## config.mk

```make
export PLATFORM = sky130hd
export DESIGN_NAME = bpu_controller
export DESIGN_NICKNAME = d
export VERILOG_FILES = /design/src/design/bpu_pkg.sv /design/src/design/bpu_controller.sv
export SDC_FILE = /design/constraint.sdc
export NUM_CORES = 1
export LEC_CHECK = 0
export BUFFER_PORTS_ARGS = -buffer_cell sky130_fd_sc_hd__buf_2
export CORE_AREA = 2 2 39 41
export DETAILED_ROUTE_END_ITERATION = 10
export DIE_AREA = 0 0 41 43
export SLEW_MARGIN = 20
export SYNTH_ARGS = -nofsm -noshare
export SYNTH_HDL_FRONTEND = slang
export SYNTH_SLANG_ARGS = --single-unit
export TNS_END_PERCENT = 20
```

## constraint.sdc

```tcl
create_clock -name clk -period 2.5 [get_ports clk]
set_input_delay 0.25 -clock clk [delete_from_list [all_inputs] [get_ports clk]]
set_output_delay 0.25 -clock clk [all_outputs]
set_load 0.01 [all_outputs]
```

## src/design/bpu_pkg.sv

```systemverilog
// ----------------------------------------------------------------------------
// bpu_pkg
// Shared constants, codes and controller/datapath signal groups for the
// LSB-first bit packer/unpacker.
// ----------------------------------------------------------------------------
package bpu_pkg;

  localparam int BUFFER_BYTES_DEF   = 4096;
  localparam int MAX_FIELD_BITS_DEF = 32;
  localparam int VALUE_W            = 32;
  localparam int COUNT_W            = 6;
  localparam int BYTE_W             = 8;
  localparam int BIT_IDX_W          = 3;

  typedef enum logic {
    CMD_PUSH = 1'b0,
    CMD_PULL = 1'b1
  } cmd_t;

  typedef enum logic [1:0] {
    STATUS_OK       = 2'd0,
    STATUS_FULL     = 2'd1,
    STATUS_UNDERRUN = 2'd2
  } status_t;

  typedef enum logic [2:0] {
    ST_IDLE,
    ST_CHECK,
    ST_PUSH,
    ST_PULL,
    ST_FINISH
  } state_t;

  typedef struct packed {
    logic capture;
    logic push_step;
    logic pull_step;
    logic flag_full;
    logic flag_under;
    logic load_out;
  } ctrl_t;

  typedef struct packed {
    logic is_pull;
    logic push_fits;
    logic pull_avail;
    logic zero_count;
    logic last_step;
  } flags_t;

endpackage

```

## src/design/bpu_controller.sv

```systemverilog
// ----------------------------------------------------------------------------
// bpu_controller
// Sequencer: accept, bounds check, byte steps, hand-off to output register.
// ----------------------------------------------------------------------------
module bpu_controller (
  input  logic             clk,
  input  logic             rst,
  input  logic             in_valid,
  output logic             in_ready,
  output logic             out_valid,
  input  logic             out_ready,
  input  bpu_pkg::flags_t  flags,
  output bpu_pkg::ctrl_t   ctrl
);

  bpu_pkg::state_t state, state_next;
  logic            out_valid_next;

  always_ff @(posedge clk) begin
    if (rst) begin
      state     <= bpu_pkg::ST_IDLE;
      out_valid <= 1'b0;
    end else begin
      state     <= state_next;
      out_valid <= out_valid_next;
    end
  end

  always_comb begin
    state_next     = state;
    ctrl           = '0;
    in_ready       = 1'b0;
    out_valid_next = out_valid && !out_ready;
    case (state)
      bpu_pkg::ST_IDLE: begin
        in_ready = 1'b1;
        if (in_valid) begin
          ctrl.capture = 1'b1;
          state_next   = bpu_pkg::ST_CHECK;
        end
      end
      bpu_pkg::ST_CHECK: begin
        if (flags.is_pull) begin
          if (!flags.pull_avail) begin
            ctrl.flag_under = 1'b1;
            state_next      = bpu_pkg::ST_FINISH;
          end else if (flags.zero_count) begin
            state_next = bpu_pkg::ST_FINISH;
          end else begin
            state_next = bpu_pkg::ST_PULL;
          end
        end else begin
          if (!flags.push_fits) begin
            ctrl.flag_full = 1'b1;
            state_next     = bpu_pkg::ST_FINISH;
          end else if (flags.zero_count) begin
            state_next = bpu_pkg::ST_FINISH;
          end else begin
            state_next = bpu_pkg::ST_PUSH;
          end
        end
      end
      bpu_pkg::ST_PUSH: begin
        ctrl.push_step = 1'b1;
        if (flags.last_step) begin
          state_next = bpu_pkg::ST_FINISH;
        end
      end
      bpu_pkg::ST_PULL: begin
        ctrl.pull_step = 1'b1;
        if (flags.last_step) begin
          state_next = bpu_pkg::ST_FINISH;
        end
      end
      bpu_pkg::ST_FINISH: begin
        if (!out_valid || out_ready) begin
          ctrl.load_out  = 1'b1;
          out_valid_next = 1'b1;
          state_next     = bpu_pkg::ST_IDLE;
        end
      end
      default: begin
        state_next = bpu_pkg::ST_IDLE;
      end
    endcase
  end

endmodule
```

==> impl_metrics.json <==
{
  "min_path_type": "input port to flip-flop",
  "core_area_mm2": 0.00138,
  "die-area_mm2": 0.00176,
  "postSynthCellCount": 33,
  "min_period_ns": 1.65,
  "worst_r2r_endpoint": "state[1]$_SDFFE_PP0P_",
  "max_slew_violations": 0,
  "grt_use_met3": 0.0838,
  "power_density_mw_per_mm2": 499,
  "postRouteWirelength_um": 770,
  "regArea_um2": 80.1,
  "timing.hold.worst_path_depth": 2,
  "synth_enable_flop_cells": 0,
  "reg2reg_depth": 3,
  "timing.critical_path.from_type": "flip-flop",
  "design.final.nets": 62,
  "cts-root-to-sink-buffers": 2,
  "h_tree_level_count": 1,
  "post-place-ws_ns": 1.08,
  "synth_area_um2": 288,
  "yosysTopAreaCell": "sky130_fd_sc_hd__dfxtp_1",
  "yosys_warnings": 0,
  "row_cnt": 14,
  "route.detailed.drc": 0,
  "grt_overflow": 0,
  "critPathKind": "flip-flop to primary output",
  "crit-reg2reg-launch": "state[0]$_SDFFE_PP0P_",
  "drt_iter0_drcs": 13,
  "timing_hold_violations_final": 0,
  "antenna_found_initial": 0,
  "clkSlewWorstSetupHoldPaths_ns": 0.04,
  "final.setup.worst_slack_ns": 0.854,
  "max_slew.worst_pin.slew_ns": 0.323,
  "grt_use_met2": 0.113,
  "max_slew_headroom_at_the_worst_pin": 0.783,
  "grt_util_met1": 0.110,
  "num_antenna_cells": 0,
  "power_leakage_nw": 0.188,
  "holdPathEnd": "state[1]$_SDFFE_PP0P_",
  "tritoncts": "built",
  "die_w_um": 41,
  "die_h_um": 43,
  "worst_hold_startpoint": "rst",
  "groute.usage.overall": 0.0894,
  "crit_arrival_ns": 1.40,
  "clk_root_buffer_cell": "sky130_fd_sc_hd__clkbuf_4",
  "dr.pass1.iters": 4,
  "status": "finished clean",
  "synth_nets": 42,
  "synth_sequential_area_ratio": 0.278,
  "worstPathMaxFanout": 7,
  "layout-area-overhead-vs-synth_pct": 38.7,
  "routed_wire_length_per_instance_um": 11.5,
  "cp_data_required_time_ns": 2.25,
  "drive_above_1_share": 0.431,
  "finalSetupTns_ns": 0,
  "tritoncts.num_buffers": 3,
  "nFillCells": 152,
  "grt_pass1_vias": 258,
  "report.final.setup_viol": 0,
  "netlist_top_cells_count": "sky130_fd_sc_hd__dfxtp_1, sky130_fd_sc_hd__nor2_1",
  "global_route_wire_length_before_repair_um": 1030,
  "grt_start_max_net_pins": 10,
  "post_drt_via_cell_ratio": 4.69,
  "ys_seq_elements": 4,
  "vdd_ir_drop_max_mv": 0.277,
  "io_pins": 17,
  "end_kind": "primary output",
  "clock_insertion_delay_worst_skew_ns": 0.23,
  "clock.fmax_ghz": 0.608,
  "final_period_utilization": 0.658,
  "cts_post_setup_buffers_inserted": 0,
  "rsz0062_at_grt": "no",
  "tritoncts_num_sinks": 4,
  "vias": 314,
  "timing.reg2reg.setup_slack_ns": 1.06,
  "synth_cell_types": 23,
  "grt-busiest-layer": "met2",
  "max_cap_check_violation_count": 0,
  "number_of_hold_buffers_added_after_cts": 0,
  "synth_top_cell_area_share": 0.278,
  "synth_top_cells_by_area": "sky130_fd_sc_hd__dfxtp_1, sky130_fd_sc_hd__mux2i_1, sky130_fd_sc_hd__nor2_1",
  "synthesis.area_per_instance_um2": 8.72,
  "hpwl_um": 571,
  "floorplan.initialDensity": 0.208,
  "synth-main-ff-cell": "sky130_fd_sc_hd__dfxtp_1",
  "multiInputGateArea_um2": 193,
  "gp_routability_congestion": 0.749,
  "async_reset_ff_frac": 0,
  "post_cts_resize_count": 0,
  "post-layout-total-power_mw": 0.199,
  "io_buffer_count": 16,
  "antenna_violating_nets_post_route": 0,
  "fin_skew_ns": 0.00280
}
sequential cells by signal, indices dropped and copies added, names as in the netlist:
signal	count
state	3
out_valid	1
through the flow:
| step | hold slack, ns | cells | util | cell area, um2 |
|---|---|---|---|---|
| finish | 0.229 | 67 | 0.288 | 399 |
| global route | 0.224 | 67 | 0.288 | 399 |
| CTS | 0.220 | 67 | 0.288 | 399 |
| detailed placement | 0.470 | 64 | 0.272 | 377 |
| global placement | 0.470 | 64 | 0.272 | 377 |
| floorplan | 0.315 | 33 | - | 288 |
worst max-delay path, cell delays in order (launching register included):
cell	delay (ns)
sky130_fd_sc_hd__dfxtp_1	0.40
sky130_fd_sc_hd__or3b_4	0.43
sky130_fd_sc_hd__nor3b_1	0.18
sky130_fd_sc_hd__buf_2	0.16
per-layer routing:
metal	share of wire	vias up
li1	-	158
met1	0.48	137
met2	0.37	17
met3	0.14	2
met4	0.010	0
met5	0	-
power by group:
part	switching (mW)	leakage [nW]	internal, mW	total [mW]
Sequential	0.00529	0.0326	0.0677	0.0730
Combinational	0.0235	0.142	0.0238	0.0473
Clock	0.0252	0.0138	0.0536	0.0788
Total	0.0540	0.188	0.145	0.199
cell families after synthesis:
| kind of cell | synth area share |
|---|---|
| AND/OR/NAND/NOR | 0.370 |
| AO/OA/AOI/OAI | 0.230 |
| flip-flops | 0.278 |
| buffers and inverters | 0.0522 |
| multiplexers | 0.0696 |
area by class of cell:
type / instances / area share
flip-flops and latches: 4 / 0.201
well taps: 16 / 0.0502
inverters: 1 / 0.00940
multi-input cells: 27 / 0.483
repair buffers: 16 / 0.201
clock buffers: 3 / 0.0564
how the worst max path moves through the flow:
stage                          startpoint                     to  depth (start not counted)
floorplan           state[2]$_SDFFE_PP0P_  state[1]$_SDFFE_PP0P_                          4
global placement    state[2]$_SDFFE_PP0P_  state[1]$_SDFFE_PP0P_                          3
detailed placement  state[0]$_SDFFE_PP0P_  state[1]$_SDFFE_PP0P_                          3
CTS                 state[0]$_SDFFE_PP0P_                ctrl[1]                          3
global route        state[0]$_SDFFE_PP0P_                ctrl[1]                          3
finish              state[0]$_SDFFE_PP0P_                ctrl[1]                          3
layout by cell type, fill, tap and decap left out:
cell and n:
sky130_fd_sc_hd__a31oi_1 1, sky130_fd_sc_hd__a221oi_1 1, sky130_fd_sc_hd__and2_1 1, sky130_fd_sc_hd__a211oi_2 1, sky130_fd_sc_hd__inv_1 1, sky130_fd_sc_hd__and3b_1 1
sky130_fd_sc_hd__or2b_1 1, sky130_fd_sc_hd__a2111o_1 1, sky130_fd_sc_hd__o21bai_1 1, sky130_fd_sc_hd__a21oi_1 2, sky130_fd_sc_hd__buf_2 16, sky130_fd_sc_hd__clkbuf_4 3
sky130_fd_sc_hd__dfxtp_1 4, sky130_fd_sc_hd__nor3b_1 1, sky130_fd_sc_hd__mux2i_1 2, sky130_fd_sc_hd__or3b_4 1, sky130_fd_sc_hd__nor3_1 2, sky130_fd_sc_hd__nand2b_1 2
sky130_fd_sc_hd__nor2_1 4, sky130_fd_sc_hd__and3b_2 1, sky130_fd_sc_hd__nand2_1 1, sky130_fd_sc_hd__nor2b_1 1, sky130_fd_sc_hd__nand3b_1 1, sky130_fd_sc_hd__o32a_1 1
(Power assumes the default switching activity.)
